### src/rtl/tet_force_scatter_accumulate_top_assert.svh
// Assertion macros shared by the queue and back-end modules of the force scatter block.
`ifndef TET_FORCE_SCATTER_ACCUMULATE_TOP_ASSERT_SVH
`define TET_FORCE_SCATTER_ACCUMULATE_TOP_ASSERT_SVH
`ifndef SYNTHESIS
`define TFSA_ASSERT_NEVER(label, clk, rst_n, cond) \
    label: assert property (@(posedge clk) disable iff (!rst_n) !(cond)) \
        else $error("assertion failed: forbidden condition seen");
`define TFSA_ASSERT_IMPLIES(label, clk, rst_n, ante, cons) \
    label: assert property (@(posedge clk) disable iff (!rst_n) (ante) |-> (cons)) \
        else $error("assertion failed: same-cycle implication");
`define TFSA_ASSERT_NEXT(label, clk, rst_n, ante, cons) \
    label: assert property (@(posedge clk) disable iff (!rst_n) (ante) |=> (cons)) \
        else $error("assertion failed: next-cycle implication");
`else
`define TFSA_ASSERT_NEVER(label, clk, rst_n, cond)
`define TFSA_ASSERT_IMPLIES(label, clk, rst_n, ante, cons)
`define TFSA_ASSERT_NEXT(label, clk, rst_n, ante, cons)
`endif
`endif

### src/rtl/tfsa_pkg.sv
package tfsa_pkg;

    localparam int TET_DEPTH = 1024;
    localparam int NODE_DEPTH = 1024;
    localparam int TET_AW = $clog2(TET_DEPTH);
    localparam int NODE_AW = $clog2(NODE_DEPTH);

    localparam int ID_W = 10;
    localparam int EXT_W = 17;
    localparam int CNT_W = 11;
    localparam int W_W = 18;
    localparam int F_W = 32;
    localparam int ACC_W = 48;
    localparam int PROD_W = 50;
    localparam int RND_W = 34;
    localparam int SUM_W = ACC_W + 1;
    localparam int FRAC_W = 16;
    localparam int ROUND_HALF = 32768;

    localparam int QUEUE_DEPTH = 2;
    localparam int QUEUE_AW = $clog2(QUEUE_DEPTH);
    localparam int QUEUE_CW = $clog2(QUEUE_DEPTH + 1);

    localparam logic [1:0] REQ_LOAD = 2'd0;
    localparam logic [1:0] REQ_SCATTER = 2'd1;
    localparam logic [1:0] REQ_READ = 2'd2;
    localparam logic [1:0] REQ_WRITE = 2'd3;

    localparam logic [1:0] STATUS_DONE = 2'd0;
    localparam logic [1:0] STATUS_SKIPPED = 2'd1;
    localparam logic [1:0] STATUS_BAD_TET = 2'd2;
    localparam logic [1:0] STATUS_SATURATED = 2'd3;

    localparam logic [2:0] CMD_REPORT = 3'd0;
    localparam logic [2:0] CMD_LOAD = 3'd1;
    localparam logic [2:0] CMD_SCATTER = 3'd2;
    localparam logic [2:0] CMD_READ = 3'd3;
    localparam logic [2:0] CMD_WRITE = 3'd4;

    typedef struct packed {
        logic [2:0]                kind;
        logic [1:0]                status;
        logic [ID_W-1:0]           tet_index;
        logic [1:0]                corner;
        logic [ID_W-1:0]           node_index;
        logic [3:0][W_W-1:0]       weight;
        logic [F_W-1:0]            force_x;
        logic [F_W-1:0]            force_y;
        logic [F_W-1:0]            force_z;
    } cmd_t;

    typedef struct packed {
        logic valid;
        cmd_t cmd;
    } cmd_chan_t;

endpackage

### src/rtl/tfsa_front.sv
module tfsa_front (
    input  logic                        clk,
    input  logic                        rst_n,
    input  logic                        start,
    input  logic                        full,
    input  logic [1:0]                  req_type,
    input  logic                        is_proxy,
    input  logic [tfsa_pkg::ID_W-1:0]   tet_index,
    input  logic [1:0]                  corner,
    input  logic [tfsa_pkg::ID_W-1:0]   node_index,
    input  logic signed [tfsa_pkg::W_W-1:0] weight_a,
    input  logic signed [tfsa_pkg::W_W-1:0] weight_b,
    input  logic signed [tfsa_pkg::W_W-1:0] weight_c,
    input  logic signed [tfsa_pkg::W_W-1:0] weight_d,
    input  logic signed [tfsa_pkg::F_W-1:0] force_x,
    input  logic signed [tfsa_pkg::F_W-1:0] force_y,
    input  logic signed [tfsa_pkg::F_W-1:0] force_z,
    input  logic                        cfg_valid,
    output logic                        cfg_ready,
    input  logic [tfsa_pkg::CNT_W-1:0]  cfg_data,
    output tfsa_pkg::cmd_chan_t         push_chan
);

    logic [tfsa_pkg::CNT_W-1:0] tet_count_reg;
    logic [tfsa_pkg::EXT_W-1:0] tet_ext;
    logic tet_in_table;

    assign cfg_ready = 1'b1;
    assign tet_ext = tfsa_pkg::EXT_W'(tet_index);
    assign tet_in_table = (tet_ext < tfsa_pkg::EXT_W'(tfsa_pkg::TET_DEPTH));

    always_ff @(posedge clk or negedge rst_n)
    begin
        if (!rst_n)
            tet_count_reg <= '0;
        else if (cfg_valid && cfg_ready)
            tet_count_reg <= cfg_data;
    end

    // Each item is sorted here so that the back end only has to carry it out.
    always_comb
    begin
        push_chan.valid = start && !full;
        push_chan.cmd.kind = tfsa_pkg::CMD_REPORT;
        push_chan.cmd.status = tfsa_pkg::STATUS_DONE;
        push_chan.cmd.tet_index = tet_index;
        push_chan.cmd.corner = corner;
        push_chan.cmd.node_index = node_index;
        push_chan.cmd.weight[0] = weight_a;
        push_chan.cmd.weight[1] = weight_b;
        push_chan.cmd.weight[2] = weight_c;
        push_chan.cmd.weight[3] = weight_d;
        push_chan.cmd.force_x = force_x;
        push_chan.cmd.force_y = force_y;
        push_chan.cmd.force_z = force_z;
        case (req_type)
            tfsa_pkg::REQ_LOAD:
            begin
                if (tet_in_table)
                    push_chan.cmd.kind = tfsa_pkg::CMD_LOAD;
                else
                    push_chan.cmd.status = tfsa_pkg::STATUS_BAD_TET;
            end
            tfsa_pkg::REQ_SCATTER:
            begin
                if (!is_proxy)
                    push_chan.cmd.status = tfsa_pkg::STATUS_SKIPPED;
                else if (!tet_in_table ||
                         tet_ext >= tfsa_pkg::EXT_W'(tet_count_reg))
                    push_chan.cmd.status = tfsa_pkg::STATUS_BAD_TET;
                else
                    push_chan.cmd.kind = tfsa_pkg::CMD_SCATTER;
            end
            tfsa_pkg::REQ_READ:
                push_chan.cmd.kind = tfsa_pkg::CMD_READ;
            default:
                push_chan.cmd.kind = tfsa_pkg::CMD_WRITE;
        endcase
    end

endmodule

### config.mk
export PLATFORM = sky130hd
export DESIGN_NAME = tfsa_front
export DESIGN_NICKNAME = d
export VERILOG_FILES = /design/src/rtl/tet_force_scatter_accumulate_top_assert.svh /design/src/rtl/tfsa_pkg.sv /design/src/rtl/tfsa_front.sv
export SDC_FILE = /design/constraint.sdc
export NUM_CORES = 1
export LEC_CHECK = 0
export ABC_AREA = 1
export BUFFER_PORTS_ARGS = -buffer_cell sky130_fd_sc_hd__buf_2
export CORE_AREA = 4 4 155 157
export CTS_CLUSTER_DIAMETER = 100
export DETAILED_ROUTE_END_ITERATION = 10
export DIE_AREA = 0 0 159 161
export HOLD_SLACK_MARGIN = 0.12
export SLEW_MARGIN = 20
export SYNTH_ARGS = -nofsm -noshare
export SYNTH_HDL_FRONTEND = slang
export SYNTH_SLANG_ARGS = --single-unit
### constraint.sdc
create_clock -name clk -period 1.9 [get_ports clk]
set_input_delay 0.57 -clock clk [delete_from_list [all_inputs] [get_ports clk]]
set_output_delay 0.57 -clock clk [all_outputs]
set_load 0.02 [all_outputs]
Word-level counts from Yosys, hierarchy flattened
Cells that the tools add are included.
{"block": "op_classes", "mux": 8, "eq_ne": 2, "magnitude_cmp": 2, "n_reduce_logical": 5}
{"op": "$ge 10x11->1", "n": 1}
{"op": "$lt 10x11->1 const B", "n": 1}
{"op": "$mux 2", "n": 5}
{"op": "$pmux 3 s3", "n": 1}
{"op": "$pmux 2 s2", "n": 1}
{"op": "$eq 2x1->1 const B", "n": 1}
{"op": "$eq 2x2->1 const B", "n": 1}
{"op": "$logic_not 1->1", "n": 2}
{"op": "$logic_not 2->1", "n": 1}
{"op": "$logic_and 1x1->1", "n": 1}
{"op": "$logic_or 1x1->1", "n": 1}
{"op": "$mux 1", "n": 1}
{"block": "totals", "ff_bits": 11, "elab_cells": 18, "in_bits": 209}

Logic depth before layout (Yosys ltp)
Gate-level depths: netlist (run 1).
{"block": "logic_depth", "depth_word": 6, "ltp_mapped": 9}

Worst setup path after synthesis (run 1)
Ideal clock, no wire load.
{"block": "synth_timing", "kind": "input port to output port", "start": "input port tet_index[6] (netlist name)", "end": "output port push_chan[193] (netlist name)", "setup_slack_ps": -168, "arrival_ps": 1498, "cell_stages": 8, "n_path_buf": 0, "path_cell_list": "ha_1 nand2_2 inv_1 nand2_1 nand2_1 a21oi_1 nand3_1 nand2_1"}
{"item": "from (decl)", "line_no": "tfsa_front.sv:8", "source": "input logic [tfsa_pkg::ID_W-1:0] tet_index,"}
{"item": "to (decl)", "line_no": "tfsa_front.sv:21", "source": "output tfsa_pkg::cmd_chan_t push_chan"}

==> summary.md, run 1 <==
| Metric | Value |
|---|---|
| Synth top area cells | buf_4 65%, dfrtp_1 12%, ha_1 5.7%, nand2_1 4.9%, inv_1 3.6% |
| Synth warnings | 0 |
| GRT overflow | 0 |
| Fin util | a little under 8% |
| Wire per inst | approximately 16 microns |
| Die Height | 161 microns |
| First-pass GRT wire length | between 9000 and 10000 microns |
| Synth cell count leaders | 191 x buf_4, 29 x nand2_1, 21 x inv_1 |
| Vias per cell | about 2.6 |
| Launch point of the critical path | tet_index[6] |
| Async SR Flop Fraction | between 90% and 100% |
| Final hold vios | 0 |
| Fraction of layout cells with a size suffix above 1 | around three fifths |
| Clk_skew | 0 ns |
| Sequential-to-total area share from yosys stat | approximately an eighth |
| TNS Setup | -0.715 ns |
| Period utilization | 120% |
| Placer congestion estimate | 0.673 |
| Leakage | roughly 0.00073 uW |
| Startpoint types | input port |
| Worst Path Arrival | approximately 1.7 ns |
| R2r endpoint | tet_count_reg[2]$_DFFE_PN0P_ |
| CP Data Required Time | 1.33 ns |
| Critical path fanouts, max | 2 |
| Number of flip-flops in the largest register | 11 |
| Status | complete, but fails checks |
| Syn_nets | between 500 and 600 |
| Router iterations before antenna repair | 4 |
| Final min period | 2.27 ns |
| Hold buffer count at cts | 0 |
| Post-detail-place hpwl | approximately 6300 microns |
| Clock buffer depth | 2 |
| Number of fill cells | between 2000 and 3000 |
| Die ar. | ~0.026 sq mm |
| Fin worst setup slack | -0.373 ns |
| Reg2reg setup slack | 1.07 ns |
| Post-synth EDFFs | 0 |
| Worst-skew pair later-pin latency | 0.24 ns |
| IO Pins | ~410 |
| Main flop type after synthesis | dfrtp_1 |
| Count leader, synth | buf_4 |
| Core ar. | ~0.023 sq mm |
| Syn avg cell area | roughly 7.4 sq um |
| Failing checks | setup timing |
| Synth Cell Area | roughly 0.0022 sq mm |
| DRC viols | 0 |
| Final setup fails | 2 |
| Die span in x | about 160 microns |
| Area added between synthesis and finish | -21.6% |
| Total Routing Usage GR | slightly above 5% |
| Max Slew Vio Count | 0 |
| Netlist cell types | 18 |
| Root buffer cell | clkbuf_16 |
| H-tree Lvls | 1 |
| Hold WC Path Type | in -> async |
| Max frequency | ~0.44 GHz |
| Area after DPL | ~0.0015 sq mm |
| Post-synth top area share | about two thirds |
| CTS Buf Count | 3 |
| Post-route ant nets | 0 |
| CP Class | in -> out |
| Multi-input logic area | around 600 sq um |
| RSZ-0062 raised after global routing | true |
| Clock Sink Count | 11 |
| Reg clk slew, reported paths | ~0.05 ns |
| Reg2reg start | tet_count_reg[2]$_DFFE_PN0P_ |
| Initial antenna violation count | 1 |
| Reg2Reg Depth | 4 |
| Largest net degree at the start of global routing | 12 |
| Starting Density | around a tenth |
| Syn Inst Count | 297 |
| 1st-iter DRT viols | 11 |
| Cell type with the largest total area after synthesis | buf_4 |
| Final wirelength | 7240 microns |
| Pwr dens | approximately 570 mW/mm^2 |
| Setup crit end kind | primary output |
| Reg area | around 280 sq um |
| Antenna cell count | 0 |
| Max_cap viols | 0 |
| Vias in the first global route | 1270 |
| CTS tree | done |
| Post-route design area | between 0.0015 and 0.002 sq mm |
| Fin nets | ~380 |
| Yosys reg bits | 11 |
| Routed via count | between 1000 and 1500 |
| Port-buffer cells | 44 |
| Row count | between 50 and 60 |
| Peak VDD IR | roughly 0.00038 V |
[worst max-delay path, stage by stage]
cell and delay [ns]:
buf_6 0.10, ha_4 0.27, nand2_4 0.06, nor2_4 0.14, nand2_1 0.08, nor2_2 0.12, nor2_4 0.08, a21oi_4 0.15
buf_6 0.13
[where the power goes]
part / total, uW / leakage [uW] / internal (uW) / switching, uW
combinational: 333 / 0.000557 / 153 / 179
clock: 393 / 0.0000382 / 283 / 110
sequential: 264 / 0.000133 / 256 / 8.20
total: 990 / 0.000729 / 692 / 298
[timing repair]
| action | in CTS | in global routing |
|---|---|---|
| setup buffers | 0 | 2 |
| pin swaps | 16 | 10 |
| endpoints found under the setup margin | 2 | 2 |
| resized for setup | 26 | 8 |
[cells in the final DEF (no fill, tap or decap)]
cell type / count
a21oi_2: 1
a21oi_4: 2
buf_2: 37
buf_4: 11
buf_6: 6
clkbuf_1: 1
clkbuf_16: 3
conb_1: 1
dfrtp_1: 11
ha_1: 1
ha_4: 9
inv_1: 15
inv_2: 7
mux2_2: 1
nand2_1: 22
nand2_2: 7
nand2_4: 3
nand3_1: 1
nand3_2: 1
nor2_1: 4
nor2_2: 3
nor2_4: 4
nor3_1: 1
o21ai_0: 10
[how the worst max path moves through the flow]
stage                     endpoint  depth (start not counted)
finish              push_chan[191]                          9
global route        push_chan[191]                          9
CTS                 push_chan[191]                          9
detailed placement  push_chan[191]                         10
global placement    push_chan[191]                          8
floorplan           push_chan[193]                          8
[through the flow]
stage | worst slack, ns | instances | total power, uW | hold slack (ns)
floorplan | -0.0672 | 297 | 997 | 0.274
global placement | -0.487 | 441 | 545 | 0.470
detailed placement | -0.498 | 441 | 552 | 0.476
CTS | -0.393 | 445 | 1000 | 0.218
global route | -0.431 | 447 | 1060 | 0.226
finish | -0.373 | 447 | 990 | 0.203
[cells by family after synthesis]
| logic type | share of synthesized area (%) |
|---|---|
| DFF | 12.5 |
| other | 0.170 |
| muxes | 0.510 |
| and+or+nand+nor | 9.01 |
| AOI/OAI and AO/OA | 3.12 |
| adders and majority gates | 5.67 |
| buffers and inverters | 69.1 |
[final cells by class]
| class | instances | share of cell area [%] |
|---|---|---|
| clock buffers | 4 | 4.55 |
| flip-flops and latches | 11 | 15.9 |
| well taps | 285 | 20.6 |
| inverters | 22 | 4.77 |
| repair buffers | 54 | 19.4 |
| multi-input cells | 71 | 34.8 |
[per-layer routing]
metal	track usage (%)	up-vias	share of wire, %
met5	0	-	0.18
met4	4.22	2	8.8
met3	4.57	82	20
met2	8.22	207	46
met1	3.79	448	26
li1	-	432	-
Note: power is estimated with default switching activity, not from simulation.
==> run 2: changes to the inputs <==
ABC_CLOCK_PERIOD_IN_PS = 2400   (was default)
clock period = 2.4 ns   (was 1.9 ns; I/O delays follow)
==> run 2 against run 1 <==
Compared with the run above:
- the flow still finishes with violations (setup timing)
- non-clock buffer count shrank 9
- via count down 5.5%
- critical path depth did not move
- critical path type unchanged
- largest cell class unchanged
- largest power group unchanged
==> summary.md, run 2 (synthesis results as in run 1) <==
| Metric | Value |
|---|---|
| Most frequent cells in the layout | 32 x buf_2, 23 x nand2_1, 18 x inv_1, 11 x dfrtp_1 |
| Max_cap viols | 0 (unchanged) |
| Final min period | approximately 2.5 ns |
| Router iterations before antenna repair | 2 (-2) |
| Critical path fanouts, max | 2 (unchanged) |
| Final hold vios | 0 (unchanged) |
| Port-buffer cells | 44 (unchanged) |
| Final setup fails | 2 (unchanged) |
| H-tree Lvls | 1 (unchanged) |
| Fraction of layout cells with a size suffix above 1 | 55.6% (-3.1 points) |
| Max frequency | between 0.3 and 0.4 GHz |
| Core ar. | 0.0225 sq mm (unchanged) |
| Setup crit end kind | primary output |
| Launch point of the critical path | tet_index[6] |
| Final Instance Count excl. Fillers | 438 (-2.0%) |
| Final wirelength | 7710 microns (+6.6%) |
| Initial antenna violation count | 2 (+1) |
| Number of fill cells | 2584 (-0.88%) |
| Row count | 55 (unchanged) |
| Fin nets | 373 (-2.4%) |
| Post-detail-place hpwl | 6650 microns (+6.3%) |
| CP Data Required Time | 1.68 ns (+0.35 ns) |
| Number of flip-flops in the largest register | 11 (unchanged) |
| Failing checks | setup timing |
| Most common cell after layout, fill and taps aside | buf_2 |
| Antenna cell count | 0 (unchanged) |
| Die ar. | 0.0256 sq mm (unchanged) |
| Total Routing Usage GR | 5.67% (+0.54 points) |
| First-pass GRT wire length | 9860 microns (+6.3%) |
| Vias per cell | 2.53 (-3.5%) |
| Fin worst setup slack | -0.124 ns (+0.249 ns) |
| Leakage | 0.000708 uW (-2.9%) |
| Die Height | 161 microns (unchanged) |
| Fin Hold WS | 0.352 ns (+0.149 ns) |
| Post-route ant nets | 0 (unchanged) |
| Hold WC Path Type | in -> async |
| CTS tree | done |
| Clk_skew | 0 ns (unchanged) |
| Fin util | 7.57% (-0.12 points) |
| Die span in x | 159 microns (unchanged) |
| Routed via count | 1107 (-5.5%) |
| Wire per inst | 17.6 microns (+8.8%) |
| Vias in the first global route | 1260 (-0.79%) |
| Root buffer cell | clkbuf_16 |
| Worst Path Arrival | 1.80 ns (+0.10 ns) |
| GRT overflow | 0 (unchanged) |
| Placer congestion estimate | 0.611 (-9.1%) |
| Reg clk slew, reported paths | 0.04 ns (about the same) |
| Status | complete, but fails checks |
| Worst-skew pair later-pin latency | 0.24 ns (about the same) |
| IO Pins | 406 (unchanged) |
| Max Slew Vio Count | 0 (unchanged) |
| 1st-iter DRT viols | 29 (+18) |
| Starting Density | 9.81% (unchanged) |
| Area added between synthesis and finish | -22.8% |
| Overall Power | 778 uW (-21%) |
| Peak VDD IR | 0.000169 V (-56%) |
| Post-CTS setup buffers | 0 (unchanged) |
| RSZ-0062 raised after global routing | true |
| DRC viols | 0 (unchanged) |
| Pre-CTS WS | -0.300 ns (+0.198 ns) |
| Pwr dens | 457 mW/mm^2 (-20%) |
| CTS Buf Count | 3 (unchanged) |
| Clock Sink Count | 11 (unchanged) |
| Reg2reg start | tet_count_reg[0]$_DFFE_PN0P_ |
| Placed cells | 434 (-1.6%) |
| Period utilization | 105% |
| Largest net degree at the start of global routing | 22 (+10) |
| CP Class | in -> out |
| Reg area | 275 sq um (unchanged) |
| Hold buffer count at cts | 0 (unchanged) |
| Multi-input logic area | 623 sq um (+3.3%) |
| Startpoint types | input port |
| Clock buffer depth | 2 (unchanged) |
[run 2: cell types whose count changed in the layout (fill, tap and decap cells not counted), moves of 2 or more]
cell and change:
a21oi_2 +2, a21oi_4 -2, buf_2 -5, buf_4 -6, buf_6 +2, inv_1 +3, inv_2 -3, nand2_2 -3
nand2_4 +2, nor2_1 -2, nor2_4 +2
[run 2: path summary, 6_finish.rpt]
path	to	slack (ns)	depth (start not counted)
max	push_chan[191]	-0.12	9
min	tet_count_reg[3]$_DFFE_PN0P_	0.35	1
max reg2reg	tet_count_reg[0]$_DFFE_PN0P_	1.59	1
min in group clk	tet_count_reg[1]$_DFFE_PN0P_	0.56	2
max in group asynchronous	tet_count_reg[8]$_DFFE_PN0P_	1.83	1
min reg2reg	tet_count_reg[1]$_DFFE_PN0P_	0.56	2
[run 2: cell type report]
cell class | count | share of cell area, %
well taps | 285 | 20.9
inverters | 22 | 4.85
clock buffers | 4 | 4.63
multi-input cells | 71 | 36.6
repair buffers | 45 | 16.9
flip-flops and latches | 11 | 16.2
[run 2: report_power, final]
part	total, uW	switching [uW]	leakage [uW]	internal [uW]
clock	309	85.5	0.0000382	223
sequential	211	8.11	0.000133	203
combinational	258	142	0.000536	117
[run 2: stage by stage]
| step | area, sq um | TNS, ns |
|---|---|---|
| 6_report | 1700 | -0.230 |
| 5_1_grt | 1700 | -0.387 |
| 4_1_cts | 1680 | -0.285 |
| 3_5_place_dp | 1350 | -0.597 |
| 3_3_place_gp | 1350 | -0.600 |
| 2_1_floorplan | 2210 | 0 |
[run 2: critical path, stage by stage]
cell     delay (ns)
buf_6          0.10
ha_4           0.27
nand2_4        0.06
nor2_4         0.15
nand2_2        0.09
nor2_4         0.10
nor2_4         0.05
a21oi_2        0.12
buf_4          0.14
[run 2: what timing repair did]
action,CTS,global route
endpoints found under the hold margin,0,0
resized for setup,45,7
setup endpoints to repair,2,2
pin swaps,27,15
[run 2: routing by layer]
| metal | vias to the layer above | GRT usage, % | routed length, microns |
|---|---|---|---|
| met5 | - | 0 | 33 |
| met4 | 4 | 5.29 | 692 |
| met3 | 87 | 5.36 | 1610 |
| met2 | 186 | 9.44 | 3730 |
| met1 | 416 | 3.48 | 1650 |
| li1 | 414 | - | - |
