`src/rtl/tet_force_scatter_accumulate_top_assert.svh`:
```
// Assertion macros shared by the queue and back-end modules of the force scatter block.
`ifndef TET_FORCE_SCATTER_ACCUMULATE_TOP_ASSERT_SVH
`define TET_FORCE_SCATTER_ACCUMULATE_TOP_ASSERT_SVH
`ifndef SYNTHESIS
`define TFSA_ASSERT_NEVER(label, clk, rst_n, cond) \
    label: assert property (@(posedge clk) disable iff (!rst_n) !(cond)) \
        else $error("assertion failed: forbidden condition seen");
`define TFSA_ASSERT_IMPLIES(label, clk, rst_n, ante, cons) \
    label: assert property (@(posedge clk) disable iff (!rst_n) (ante) |-> (cons)) \
        else $error("assertion failed: same-cycle implication");
`define TFSA_ASSERT_NEXT(label, clk, rst_n, ante, cons) \
    label: assert property (@(posedge clk) disable iff (!rst_n) (ante) |=> (cons)) \
        else $error("assertion failed: next-cycle implication");
`else
`define TFSA_ASSERT_NEVER(label, clk, rst_n, cond)
`define TFSA_ASSERT_IMPLIES(label, clk, rst_n, ante, cons)
`define TFSA_ASSERT_NEXT(label, clk, rst_n, ante, cons)
`endif
`endif

```
`src/rtl/tfsa_pkg.sv`:
```
package tfsa_pkg;

    localparam int TET_DEPTH = 1024;
    localparam int NODE_DEPTH = 1024;
    localparam int TET_AW = $clog2(TET_DEPTH);
    localparam int NODE_AW = $clog2(NODE_DEPTH);

    localparam int ID_W = 10;
    localparam int EXT_W = 17;
    localparam int CNT_W = 11;
    localparam int W_W = 18;
    localparam int F_W = 32;
    localparam int ACC_W = 48;
    localparam int PROD_W = 50;
    localparam int RND_W = 34;
    localparam int SUM_W = ACC_W + 1;
    localparam int FRAC_W = 16;
    localparam int ROUND_HALF = 32768;

    localparam int QUEUE_DEPTH = 2;
    localparam int QUEUE_AW = $clog2(QUEUE_DEPTH);
    localparam int QUEUE_CW = $clog2(QUEUE_DEPTH + 1);

    localparam logic [1:0] REQ_LOAD = 2'd0;
    localparam logic [1:0] REQ_SCATTER = 2'd1;
    localparam logic [1:0] REQ_READ = 2'd2;
    localparam logic [1:0] REQ_WRITE = 2'd3;

    localparam logic [1:0] STATUS_DONE = 2'd0;
    localparam logic [1:0] STATUS_SKIPPED = 2'd1;
    localparam logic [1:0] STATUS_BAD_TET = 2'd2;
    localparam logic [1:0] STATUS_SATURATED = 2'd3;

    localparam logic [2:0] CMD_REPORT = 3'd0;
    localparam logic [2:0] CMD_LOAD = 3'd1;
    localparam logic [2:0] CMD_SCATTER = 3'd2;
    localparam logic [2:0] CMD_READ = 3'd3;
    localparam logic [2:0] CMD_WRITE = 3'd4;

    typedef struct packed {
        logic [2:0]                kind;
        logic [1:0]                status;
        logic [ID_W-1:0]           tet_index;
        logic [1:0]                corner;
        logic [ID_W-1:0]           node_index;
        logic [3:0][W_W-1:0]       weight;
        logic [F_W-1:0]            force_x;
        logic [F_W-1:0]            force_y;
        logic [F_W-1:0]            force_z;
    } cmd_t;

    typedef struct packed {
        logic valid;
        cmd_t cmd;
    } cmd_chan_t;

endpackage

```
`src/rtl/tfsa_queue.sv`:
```
`include "tet_force_scatter_accumulate_top_assert.svh"

module tfsa_queue (
    input  logic                clk,
    input  logic                rst_n,
    input  tfsa_pkg::cmd_chan_t in_chan,
    output logic                full,
    output tfsa_pkg::cmd_chan_t out_chan,
    input  logic                pop
);

    tfsa_pkg::cmd_t entry_reg [tfsa_pkg::QUEUE_DEPTH];
    logic [tfsa_pkg::QUEUE_AW-1:0] wr_ptr_reg, wr_ptr_next;
    logic [tfsa_pkg::QUEUE_AW-1:0] rd_ptr_reg, rd_ptr_next;
    logic [tfsa_pkg::QUEUE_CW-1:0] count_reg, count_next;
    logic empty;

    assign empty = (count_reg == '0);
    assign full = (count_reg == tfsa_pkg::QUEUE_CW'(tfsa_pkg::QUEUE_DEPTH));
    assign out_chan.valid = !empty;
    assign out_chan.cmd = entry_reg[rd_ptr_reg];

    always_comb
    begin
        wr_ptr_next = wr_ptr_reg;
        rd_ptr_next = rd_ptr_reg;
        count_next = count_reg;
        if (in_chan.valid)
        begin
            if (wr_ptr_reg == tfsa_pkg::QUEUE_AW'(tfsa_pkg::QUEUE_DEPTH - 1))
                wr_ptr_next = '0;
            else
                wr_ptr_next = wr_ptr_reg + 1'b1;
        end
        if (pop)
        begin
            if (rd_ptr_reg == tfsa_pkg::QUEUE_AW'(tfsa_pkg::QUEUE_DEPTH - 1))
                rd_ptr_next = '0;
            else
                rd_ptr_next = rd_ptr_reg + 1'b1;
        end
        if (in_chan.valid && !pop)
            count_next = count_reg + 1'b1;
        else if (!in_chan.valid && pop)
            count_next = count_reg - 1'b1;
    end

    always_ff @(posedge clk or negedge rst_n)
    begin
        if (!rst_n)
        begin
            wr_ptr_reg <= '0;
            rd_ptr_reg <= '0;
            count_reg <= '0;
        end
        else
        begin
            wr_ptr_reg <= wr_ptr_next;
            rd_ptr_reg <= rd_ptr_next;
            count_reg <= count_next;
        end
    end

    always_ff @(posedge clk)
    begin
        if (in_chan.valid)
            entry_reg[wr_ptr_reg] <= in_chan.cmd;
    end

    `TFSA_ASSERT_NEVER(a_push_when_full, clk, rst_n, in_chan.valid && full)
    `TFSA_ASSERT_NEVER(a_pop_when_empty, clk, rst_n, pop && empty)
    `TFSA_ASSERT_NEVER(a_count_bound, clk, rst_n, count_reg > tfsa_pkg::QUEUE_CW'(tfsa_pkg::QUEUE_DEPTH))

endmodule

```
`config.mk`:
```
export PLATFORM = sky130hd
export DESIGN_NAME = tfsa_queue
export DESIGN_NICKNAME = d
export VERILOG_FILES = /design/src/rtl/tfsa_pkg.sv /design/src/rtl/tfsa_queue.sv
export VERILOG_INCLUDE_DIRS = /design/src /design/src/rtl
export SDC_FILE = /design/constraint.sdc
export NUM_CORES = 1
export LEC_CHECK = 0
export BUFFER_PORTS_ARGS = -buffer_cell sky130_fd_sc_hd__buf_2
export CORE_UTILIZATION = 52
export CTS_CLUSTER_SIZE = 40
export DETAILED_ROUTE_END_ITERATION = 16
export PLACE_DENSITY = 0.79
export SYNTH_ARGS = -nofsm -noshare
export SYNTH_HDL_FRONTEND = slang
export SYNTH_SLANG_ARGS = --single-unit
```
`constraint.sdc`:
```
create_clock -name clk -period 11.7 [get_ports clk]
set_input_delay 2.925 -clock clk [delete_from_list [all_inputs] [get_ports clk]]
set_output_delay 2.925 -clock clk [all_outputs]
set_load 0.005 [all_outputs]
```
======== After elaboration in Yosys (flattened, before gate mapping) ========
Memory sizes are Yosys's and may differ from the RTL's.
Index checks and enable logic that the tools add are counted.
storage, ports and cells
  word-level logic and storage cells ...... 22
  register bits ........................... 4
  input bits .............................. 199
  RAM bits ................................ 390
  memories ................................ 1
operators by class
  muxes and demuxes ....................... 6
  reduce and logical (&&, ||, !) cells .... 7
  equal/unequal tests ..................... 1
  add/subtract/negate cells ............... 4
memories
  memory     words  bits a word  read ports  clocked after memory_dff  wr ports  RTL line          source
  entry_reg  2      195          1           0                         1         tfsa_queue.sv:12  tfsa_pkg::cmd_t entry_reg [tfsa_pkg::QUEUE_DEPTH];
operators by type and width
  kind                 count
  $mux 1               4
  $mux 2               2
  $logic_not 1->1      3
  $add 1x1->1 const B  2
  $add 2x1->2 const B  1
  $eq 2x2->1 const B   1
  $logic_and 1x1->1    2
  $logic_not 2->1      1
  $reduce_bool 2->1    1
  $sub 2x1->2 const B  1

======== Logic depth before layout (Yosys ltp) ========
Gate-level depths: netlist of run 1.
  depth after elaboration ................. 4
  gate-level depth with buffers ........... 5
  mapped depth without buffers ............ 5

======== Least setup slack after synthesis of run 1 ========
OpenSTA, ideal clock, no wires.
  path kind ............................... input to register
  start point ............................. in in_chan[195] in the netlist's numbering
  end point ............................... mem entry_reg[0][0] in the netlist's numbering (enable)
  slack ................................... -412 ps
  library setup time ...................... 777 ps
  arrival time ............................ 11,335 ps
  required time ........................... 10,923 ps
  buffers on the path ..................... 0
  stages on the path ...................... 1
  cells stage by stage .................... nor2b_1
on the way
  longest elaborated chain between the ends .. 2
ends and longest elaborated chain
  element                       RTL line          source
  start, declared               tfsa_queue.sv:6   input tfsa_pkg::cmd_chan_t in_chan,
  $mux 1                        tfsa_queue.sv:66  if (in_chan.valid)
  $mux 1 (not written as such)  tfsa_queue.sv:67  entry_reg[wr_ptr_reg] <= in_chan.cmd;
  end, declared                 tfsa_queue.sv:12
No other way between the ends.

==> results of run 1 <==
## cell families after synthesis
logic type | count (synthesis) | share of synthesized area
XOR/XNOR | 5 | 0.002951
AND/OR/NAND/NOR | 5 | 0.001940
multiplexers | 195 | 0.1834
flip-flops | 394 | 0.7960
adder cells (fa/ha/maj) | 1 | 0.0008431
buffers and inverters | 23 | 0.01484
## synthesized netlist by cell type
cell type | n | area [um^2]
nor2b_1 | 2 | 12.51
inv_1 | 1 | 3.750
mux2_4 | 140 | 2102
buf_2 | 5 | 25.02
or2_2 | 1 | 6.260
nor2_1 | 1 | 3.750
edfxtp_1 | 390 | 11710
ha_1 | 1 | 12.51
mux2_2 | 55 | 619.3
xnor2_1 | 1 | 8.760
and2_1 | 1 | 6.260
xor2_1 | 4 | 35.03
buf_6 | 17 | 191.4
dfrtp_1 | 4 | 100.1
## where the power goes
group / internal, mW / leakage (nW) / switching, mW
Clock: 0.655 / 0.558 / 0.480
Combinational: 0.668 / 3.00 / 0.566
Sequential: 1.88 / 3.71 / 0.101
Total: 3.20 / 7.27 / 1.15
## final timing paths
path	end	depth (start not counted)	slack, ns	start
setup / recovery	out_chan[40]	4	5.33	rd_ptr_reg$_DFFE_PN0P_
hold / removal	count_reg[1]$_DFFE_PN0P_	1	0.51	count_reg[1]$_DFFE_PN0P_
setup reg to reg	entry_reg[1][182]$_DFFE_PP_	2	9.27	wr_ptr_reg$_DFFE_PN0P_
hold reg to reg	count_reg[1]$_DFFE_PN0P_	1	0.51	count_reg[1]$_DFFE_PN0P_
max in group asynchronous	rd_ptr_reg$_DFFE_PN0P_	1	9.33	rst_n
min in group asynchronous	rd_ptr_reg$_DFFE_PN0P_	1	2.22	rst_n
## layout make-up
cell class / count / area (um^2) / share of cell area
well taps: 378 / 473.0 / 0.02582
inverters: 1 / 3.754 / 0.0002049
clock inverters: 19 / 137.6 / 0.007514
diodes: 9 / 22.52 / 0.001230
multi-input cells: 206 / 2816 / 0.1538
clock buffers: 49 / 1013 / 0.05533
flip-flops and latches: 394 / 11820 / 0.6451
repair buffers: 401 / 2034 / 0.1111
## through the flow
step	instance area (um^2)	setup slack [ns]	util
after floorplan	14840	3.258	-
after global placement	17140	5.879	0.6137
after detailed placement	17140	5.852	0.6137
after CTS	18290	5.303	0.6549
after global routing	18310	5.166	0.6554
final	18320	5.330	0.6557
## worst register-to-register path, delay by kind of cell, from the launching register on
family | cells | cell delay (ns)
buffers and inverters | 1 | 0.91
AND/OR/NAND/NOR | 1 | 0.64
flip-flops | 1 | 0.42
## layer usage
metal / vias up / GRT usage / wire [um]
met4: 4 / 0.07842 / 707
met5: - / 0 / 20
li1: 3338 / - / -
met1: 3623 / 0.2091 / 10820
met3: 53 / 0.06500 / 2617
met2: 319 / 0.3320 / 14970
==> impl_metrics.csv, run 1 <==
group,metric,value,unit
cts,tritoncts,"done",
cts,post-cts-setup-buffer-count,0,
cts,clkSlewWorstSetupHoldPaths,0.06,ns
floorplan,core-area,0.02793,mm^2
sta,rsz0062_at_grt,"false",
worst_setup_path,cp_top_family,"buffers and inverters",
drt,wl_per_cell,20.00,um
finish,final_common_cell,"buf_2",
worst_setup_path,cpMaxStageDelayCell,"buf_4",
finish,layout.nets,1243,
floorplan,die_area,0.02921,mm^2
sta,maxSlewViolCount,0,
sta,hold_ws,0.5093,ns
worst_setup_path,arrival,3.44,ns
cts,root_buffer,"clkbuf_16",
worst_setup_path,crit_top_cell,"buf_4",
power_and_ir_drop,leakagePower,7.269,nW
power_and_ir_drop,power_density,237.4,mW/mm^2
synthesis,synth.net_count,823,
sta,max_freq,157.0,MHz
global_routing,grt_pass1_wl,40820,um
finish,post_route_cells_drive_above_1_share,0.6047,
worst_setup_path,critPathRequiredTime,8.78,ns
cts,cts.htree.levels,2,
worst_hold_path,min_path_type,"flip-flop to flip-flop",
synthesis,ys_seq_area_frac,0.7960,
finish,finalNonFillerCells,1457,
cts,cts_resized,0,
floorplan,die_h,170.9,um
sta,setup_tns,0,ns
global_routing,grt_max_degree,165,
worst_setup_path,crit_path_end_kind,"output port",
global_routing,track_usage,0.1891,
floorplan,initial_core_util,0.5312,
synthesis,synth.distinct_cells,14,
cts,clockBufferDepth,3,
floorplan,io_pins,396,
cts,clk_latency,0.51,ns
synthesis,ys_ff_latch,394,
finish,area_growth,23.44,%
floorplan,fp-row-count,61,
synthesis,avgSynthCellArea,23.82,um^2
synthesis,netlist_area,0.01484,mm^2
placed_design,place.gp.congestion,0.7783,
sta,final-setup-viol-count,0,
synthesis,yosysWarnings,0,
sta,skew,0.01113,ns
worst_setup_path,critPathLaunchType,"flip-flop",
sta,relSlewSlack,0.2494,
drt,routed_via_density,5.036,
global_routing,antenna_found_initial,10,
finish,final_cell_mix,"395 x buf_2, 390 x edfxtp_1, 140 x mux2_4",
power_and_ir_drop,power,4.348,mW
worst_setup_path,crit_chain,"buf_4 -> buf_4 -> mux2_4 -> buf_2",
drt,drtIter0Drc,449,
cts,tritoncts.num_buffers,39,
worst_setup_path,crit_buf_inv,3,
placed_design,place_inst,1380,
job,max_cap_viol_count,0,
sta,post-route-min-period,6.370,ns
drt,vias,7337,
worst_setup_path,worstSetupPathType,"flip-flop to output port",
worst_setup_path,critPathMaxStageDelay,0.91,ns
placed_design,post-dp-hpwl,19500,um
placed_design,portBuffers,395,
global_routing,grt-ovfl-total,0,
drt,ant_nets,0,
power_and_ir_drop,vdd_drop_max,0.1593,mV
sta,worstMarginPinSlew,1.126,ns
cts,cts_sinks,394,
sta,finalHoldViolCount,0,
sta,post-route-period-util,0.5444,
drt,dr.pass1.iters,4,
finish,num-fill-cells,1910,
synthesis,syn-instance-count,623,
worst_setup_path,crit_fanout,59,
floorplan,fp.dieW,170.9,um
drt,drc,0,
finish,largest_register_ff_count,390,
status,status,"finished, final reports clean",
drt,wl,29130,um
cts,holdBufCountCts,0,
global_routing,grt_pass1_vias,7419,
Power figures use the tool's default switching activity.
==> inputs of run 2 (changes only) <==
--- a/config.mk
+++ b/config.mk
@@ -6,6 +6,7 @@
 export SDC_FILE = /design/constraint.sdc
 export NUM_CORES = 1
 export LEC_CHECK = 0
+export ABC_AREA = 1
 export BUFFER_PORTS_ARGS = -buffer_cell sky130_fd_sc_hd__buf_2
 export CORE_UTILIZATION = 52
 export CTS_CLUSTER_SIZE = 40
==> constraint.sdc (replaced) <==
create_clock -name clk -period 6 [get_ports clk]
set_input_delay 1.5 -clock clk [delete_from_list [all_inputs] [get_ports clk]]
set_output_delay 1.5 -clock clk [all_outputs]
set_load 0.005 [all_outputs]
==> impl_metrics.csv, run 2 <==
group,metric,value,unit
sta,post-route-period-util,0.6023,
power_and_ir_drop,vdd_drop_max,0.5326,mV
sta,setup_tns,0,ns
floorplan,fp-row-count,61,
power_and_ir_drop,power,8.500,mW
synthesis,synthMuxAreaShare,0.1832,
cts,clkSlewWorstSetupHoldPaths,0.06,ns
drt,drc,0,
cts,cts.htree.levels,2,
finish,largest_register_ff_count,390,
synthesis,yosysMostFrequentCell,"edfxtp_1",
cts,clk_latency,0.51,ns
synthesis,synth-edff-count,390,
finish,post-route-util,0.6587,
finish,final_cell_mix,"395 x buf_2, 390 x edfxtp_1, 140 x mux2_4",
drt,wl,27790,um
floorplan,fp.dieW,171.0,um
sta,relSlewSlack,0.3564,
global_routing,track_usage,0.1825,
sta,rsz0062_at_grt,"false",
finish,area_growth,23.86,%
cts,cts_sinks,394,
worst_setup_path,critPathLaunchType,"flip-flop",
finish,finalNonFillerCells,1467,
synthesis,ys_ff_latch,394,
floorplan,core-area,0.02793,mm^2
drt,vias,7266,
cts,cts_resized,0,
drt,routed_via_density,4.953,
worst_setup_path,crit_path_end_kind,"output port",
synthesis,yosysWarnings,0,
sta,final-setup-viol-count,0,
power_and_ir_drop,power_density,462.0,mW/mm^2
finish,layout.nets,1254,
sta,max_freq,276.7,MHz
synthesis,synth.distinct_cells,14,
placed_design,post-dp-hpwl,18390,um
worst_setup_path,worstSetupPathType,"flip-flop to output port",
synthesis,synth_ff_type,"edfxtp_1",
floorplan,die_area,0.02925,mm^2
global_routing,grt_max_degree,131,
synthesis,synth.top_cell.area_share,0.7883,
floorplan,die_h,171.0,um
synthesis,synth_simple_gate_area_share,0.002779,
floorplan,io_pins,396,
drt,ant_nets,0,
synthesis,synth_top_family_by_area,"multiplexers",
sta,maxSlewViolCount,0,
worst_setup_path,critPathMaxStageDelay,0.53,ns
global_routing,grt_pass1_vias,7529,
worst_setup_path,arrival,2.11,ns
synthesis,synth-async-reset-ratio,0.01015,
worst_setup_path,crit_chain,"buf_12 -> mux2_4 -> buf_2",
sta,worstMarginPinSlew,0.9654,ns
worst_setup_path,cpMaxStageDelayCell,"buf_12",
synthesis,synth.largest_area_cell,"edfxtp_1",
synthesis,avgSynthCellArea,23.51,um^2
status,status,"finished, final reports clean",
synthesis,ys_seq_area_frac,0.7951,
drt,wl_per_cell,18.94,um
worst_setup_path,crit_fanout,111,
drt,drtIter0Drc,382,
cts,holdBufCountCts,0,
sta,post-route-min-period,3.614,ns
placed_design,place.gp.congestion,0.7263,
cts,tritoncts,"done",
finish,final_common_cell,"buf_2",
synthesis,syn-instance-count,632,
worst_setup_path,critPathRequiredTime,4.50,ns
placed_design,place_inst,1390,
synthesis,synth-xor-area-share,0.001769,
power_and_ir_drop,leakagePower,7.325,nW
placed_design,portBuffers,395,
cts,clockBufferDepth,3,
synthesis,ys_top_cells_by_area,"edfxtp_1 79%, mux2_4 14%, mux2_2 4.2%, buf_6 1.3%, dfrtp_1 0.67%",
drt,dr.pass1.iters,4,
cts,tritoncts.num_buffers,40,
cts,post-cts-setup-buffer-count,0,
sta,skew,0.01050,ns
synthesis,netlist_area,0.01486,mm^2
synthesis,synthAdderAreaFrac,0.0008422,
job,max_cap_viol_count,0,
sta,finalHoldViolCount,0,
global_routing,grt-ovfl-total,0,
synthesis,synth_common_cells,"390 x edfxtp_1, 140 x mux2_4, 55 x mux2_2",
synthesis,synth_compound_area_frac,0,
synthesis,synth.net_count,832,
finish,post_route_cells_drive_above_1_share,0.6022,
cts,root_buffer,"clkbuf_16",
floorplan,initial_core_util,0.5318,
worst_hold_path,min_path_type,"flip-flop to flip-flop",
global_routing,antenna_found_initial,9,
global_routing,grt_pass1_wl,39900,um
==> run 2: stage by stage <==
stage / hold WS [ns] / setup WS [ns] / area (um^2)
2_1_floorplan: 0.4417 / 0.1489 / 14860
3_3_place_gp: 0.4591 / 2.538 / 17200
3_5_place_dp: 0.4881 / 2.530 / 17200
4_1_cts: 0.5036 / 2.348 / 18380
5_1_grt: 0.5255 / 2.300 / 18390
6_report: 0.5097 / 2.386 / 18400
==> run 2: critical path, delay by kind of cell, from the launching register on <==
family | cells | cell delay (ns)
buffers and inverters | 2 | 0.67
muxes | 1 | 0.35
DFF | 1 | 0.44
==> run 2: metal layers <==
metal  global-route usage  wire [um]
met5                    0         25
met3              0.06384       2574
met4              0.06910        805
met1               0.1961      10030
met2               0.3282      14350
==> run 2: worst paths after layout <==
| check | startpoint | to | slack (ns) | depth (start not counted) |
|---|---|---|---|---|
| max reg2reg | wr_ptr_reg$_DFFE_PN0P_ | entry_reg[1][57]$_DFFE_PP_ | 3.72 | 3 |
| min | count_reg[1]$_DFFE_PN0P_ | count_reg[1]$_DFFE_PN0P_ | 0.51 | 2 |
| min in group asynchronous | rst_n | count_reg[0]$_DFFE_PN0P_ | 0.79 | 1 |
| min reg2reg | count_reg[1]$_DFFE_PN0P_ | count_reg[1]$_DFFE_PN0P_ | 0.51 | 2 |
| max | rd_ptr_reg$_DFFE_PN0P_ | out_chan[45] | 2.39 | 3 |
| max in group asynchronous | rst_n | rd_ptr_reg$_DFFE_PN0P_ | 5.07 | 1 |
==> run 2: layout make-up <==
| type | instances | area, um^2 |
|---|---|---|
| Antenna cell | 8 | 20.02 |
| Clock buffer | 56 | 1092 |
| Clock inverter | 13 | 90.09 |
| Fill cell | 1895 | 9534 |
| Inverter | 7 | 33.78 |
| Multi-Input combinational cell | 209 | 2809 |
| Sequential cell | 394 | 11820 |
| Tap cell | 378 | 473.0 |
| Timing Repair Buffer | 402 | 2067 |
==> run 2: cell families (layout without fill, tap and decap cells) <==
group,after synthesis,in the layout
flops,394,394
mux,195,195
buf+inv,29,478
simple gates,10,10
xor+xnor,3,3
fa+ha+maj,1,1
other cells,0,8
==> run 2: where the power goes <==
part	switching, mW	internal, mW	total [mW]	leakage, nW
combinational	1.17	1.31	2.48	3.05
sequential	0.127	3.66	3.78	3.71
clock	0.930	1.31	2.24	0.573
total	2.23	6.27	8.50	7.33
==> inputs of run 3 (changes only) <==
==> constraint.sdc (replaced) <==
create_clock -name clk -period 3.7 [get_ports clk]
set_input_delay 0.925 -clock clk [delete_from_list [all_inputs] [get_ports clk]]
set_output_delay 0.925 -clock clk [all_outputs]
set_load 0.005 [all_outputs]
==> impl_metrics.csv, run 3 (synthesized netlist as in run 2, its figures left out) <==
group,metric,value,unit
finish,final_common_cell,"buf_2",
sta,final-setup-viol-count,0,
worst_setup_path,crit_path_end_kind,"output port",
power_and_ir_drop,leakagePower,7.442,nW
sta,worstMarginPinSlew,0.8235,ns
sta,post-route-period-util,0.8641,
drt,dr.pass1.iters,5,
worst_hold_path,min_path_type,"primary input to asynchronous set/reset pin",
cts,root_buffer,"clkbuf_16",
power_and_ir_drop,power_density,752.0,mW/mm^2
finish,layout.nets,1267,
global_routing,grt_max_degree,62,
finish,num-fill-cells,1875,
worst_setup_path,worstSetupPathType,"flip-flop to output port",
sta,relSlewSlack,0.4498,
sta,finalHoldViolCount,0,
global_routing,grt_pass1_vias,7655,
cts,clkSlewWorstSetupHoldPaths,0.06,ns
cts,cts_sinks,394,
finish,finalNonFillerCells,1476,
drt,wl_per_cell,19.31,um
cts,cts_resized,0,
worst_setup_path,critPathRequiredTime,2.77,ns
global_routing,grt_pass1_wl,41310,um
worst_setup_path,crit_fanout,57,
placed_design,place.gp.congestion,0.7394,
floorplan,die_area,0.02925,mm^2
job,max_cap_viol_count,0,
placed_design,portBuffers,395,
cts,tritoncts,"done",
worst_setup_path,worstReg2RegStart,"wr_ptr_reg$_DFFE_PN0P_",
worst_setup_path,r2r_cells,3,
status,status,"finished, final reports clean",
drt,wl,28500,um
global_routing,track_usage,0.1894,
drt,ant_nets,0,
global_routing,antenna_found_initial,2,
worst_setup_path,r2r_end,"entry_reg[1][138]$_DFFE_PP_",
sta,skew,0.01263,ns
global_routing,grt-ovfl-total,0,
drt,drtIter0Drc,397,
power_and_ir_drop,vdd_drop_max,0.6115,mV
worst_setup_path,reg2reg_slack,1.72,ns
floorplan,io_pins,396,
placed_design,place_inst,1402,
cts,tritoncts.num_buffers,41,
sta,hold_ws,0.2110,ns
cts,clockBufferDepth,3,
worst_setup_path,arrival,2.27,ns
floorplan,fp.dieW,171.0,um
drt,vias,7376,
sta,maxSlewViolCount,0,
finish,post_route_cells_drive_above_1_share,0.6108,
cts,holdBufCountCts,0,
sta,post-route-min-period,3.197,ns
placed_design,post-dp-hpwl,19850,um
floorplan,fp-row-count,61,
drt,drc,0,
cts,clk_latency,0.52,ns
drt,routed_via_density,4.997,
finish,area_growth,25.49,%
floorplan,initial_core_util,0.5318,
sta,rsz0062_at_grt,"false",
worst_setup_path,critPathLaunchType,"flip-flop",
finish,largest_register_ff_count,390,
sta,max_freq,312.8,MHz
cts,post-cts-setup-buffer-count,0,
floorplan,die_h,171.0,um
power_and_ir_drop,power,14.02,mW
finish,final_cell_mix,"395 x buf_2, 390 x edfxtp_1, 140 x mux2_4",
cts,cts.htree.levels,2,
floorplan,core-area,0.02793,mm^2
[run 3: cell types whose count changed in the layout (fill, tap and decap cells not counted), sizes merged]
| cell | before | now |
|---|---|---|
| diode | 8 | 1 |
| clkinv | 10 | 15 |
| buf | 402 | 414 |
| clkinvlp | 2 | 3 |
| clkbuf | 56 | 54 |
[run 3: per-layer routing]
layer | vias to the layer above | track usage | wire length, um
met5 | - | 0 | 14
met4 | 2 | 0.06444 | 689
met3 | 57 | 0.05251 | 2090
met2 | 284 | 0.3494 | 15310
met1 | 3641 | 0.2082 | 10390
li1 | 3392 | - | -
[run 3: cell type report]
cell class | count | area, um^2 | area share
multi-input combinational | 209 | 2825 | 0.1516
clock inverter | 19 | 121.4 | 0.006510
antenna | 1 | 2.502 | 0.0001342
sequential | 394 | 11820 | 0.6338
inverter | 7 | 42.54 | 0.002282
tap | 378 | 473.0 | 0.02537
timing repair buffer | 414 | 2245 | 0.1204
clock buffer | 54 | 1117 | 0.05994
[run 3: worst max-delay path, cell delays in order, from the launching register on]
cell     delay [ns]
dfrtp_4        0.77
buf_12         0.41
mux2_2         0.40
buf_2          0.13
[run 3: worst max path at each step]
stage / slack, ns / cells past startpoint / start / to
after global placement: 1.00 / 3 / rd_ptr_reg$_DFFE_PN0P_ / out_chan[168]
after detailed placement: 1.00 / 3 / rd_ptr_reg$_DFFE_PN0P_ / out_chan[178]
after CTS: 0.46 / 3 / rd_ptr_reg$_DFFE_PN0P_ / out_chan[178]
after global routing: 0.39 / 3 / rd_ptr_reg$_DFFE_PN0P_ / out_chan[168]
after floorplan: -0.55 / 2 / in_chan[195] / entry_reg[1][0]$_DFFE_PP_
final: 0.50 / 3 / rd_ptr_reg$_DFFE_PN0P_ / out_chan[178]
[run 3: power by group]
group	total (mW)	internal (mW)	switching [mW]
Clock	3.75	2.19	1.55
Sequential	6.21	5.92	0.292
Combinational	4.07	2.21	1.86
[run 3: through the flow]
| step | setup TNS, ns | utilization | instance area, um^2 | setup WS (ns) |
|---|---|---|---|---|
| floorplan | -212.31 | - | 14900 | -0.5517 |
| global placement | 0 | 0.6229 | 17400 | 1.003 |
| detailed placement | 0 | 0.6229 | 17400 | 1.002 |
| CTS | 0 | 0.6672 | 18640 | 0.4583 |
| global route | 0 | 0.6673 | 18640 | 0.3892 |
| finish | 0 | 0.6673 | 18640 | 0.5029 |
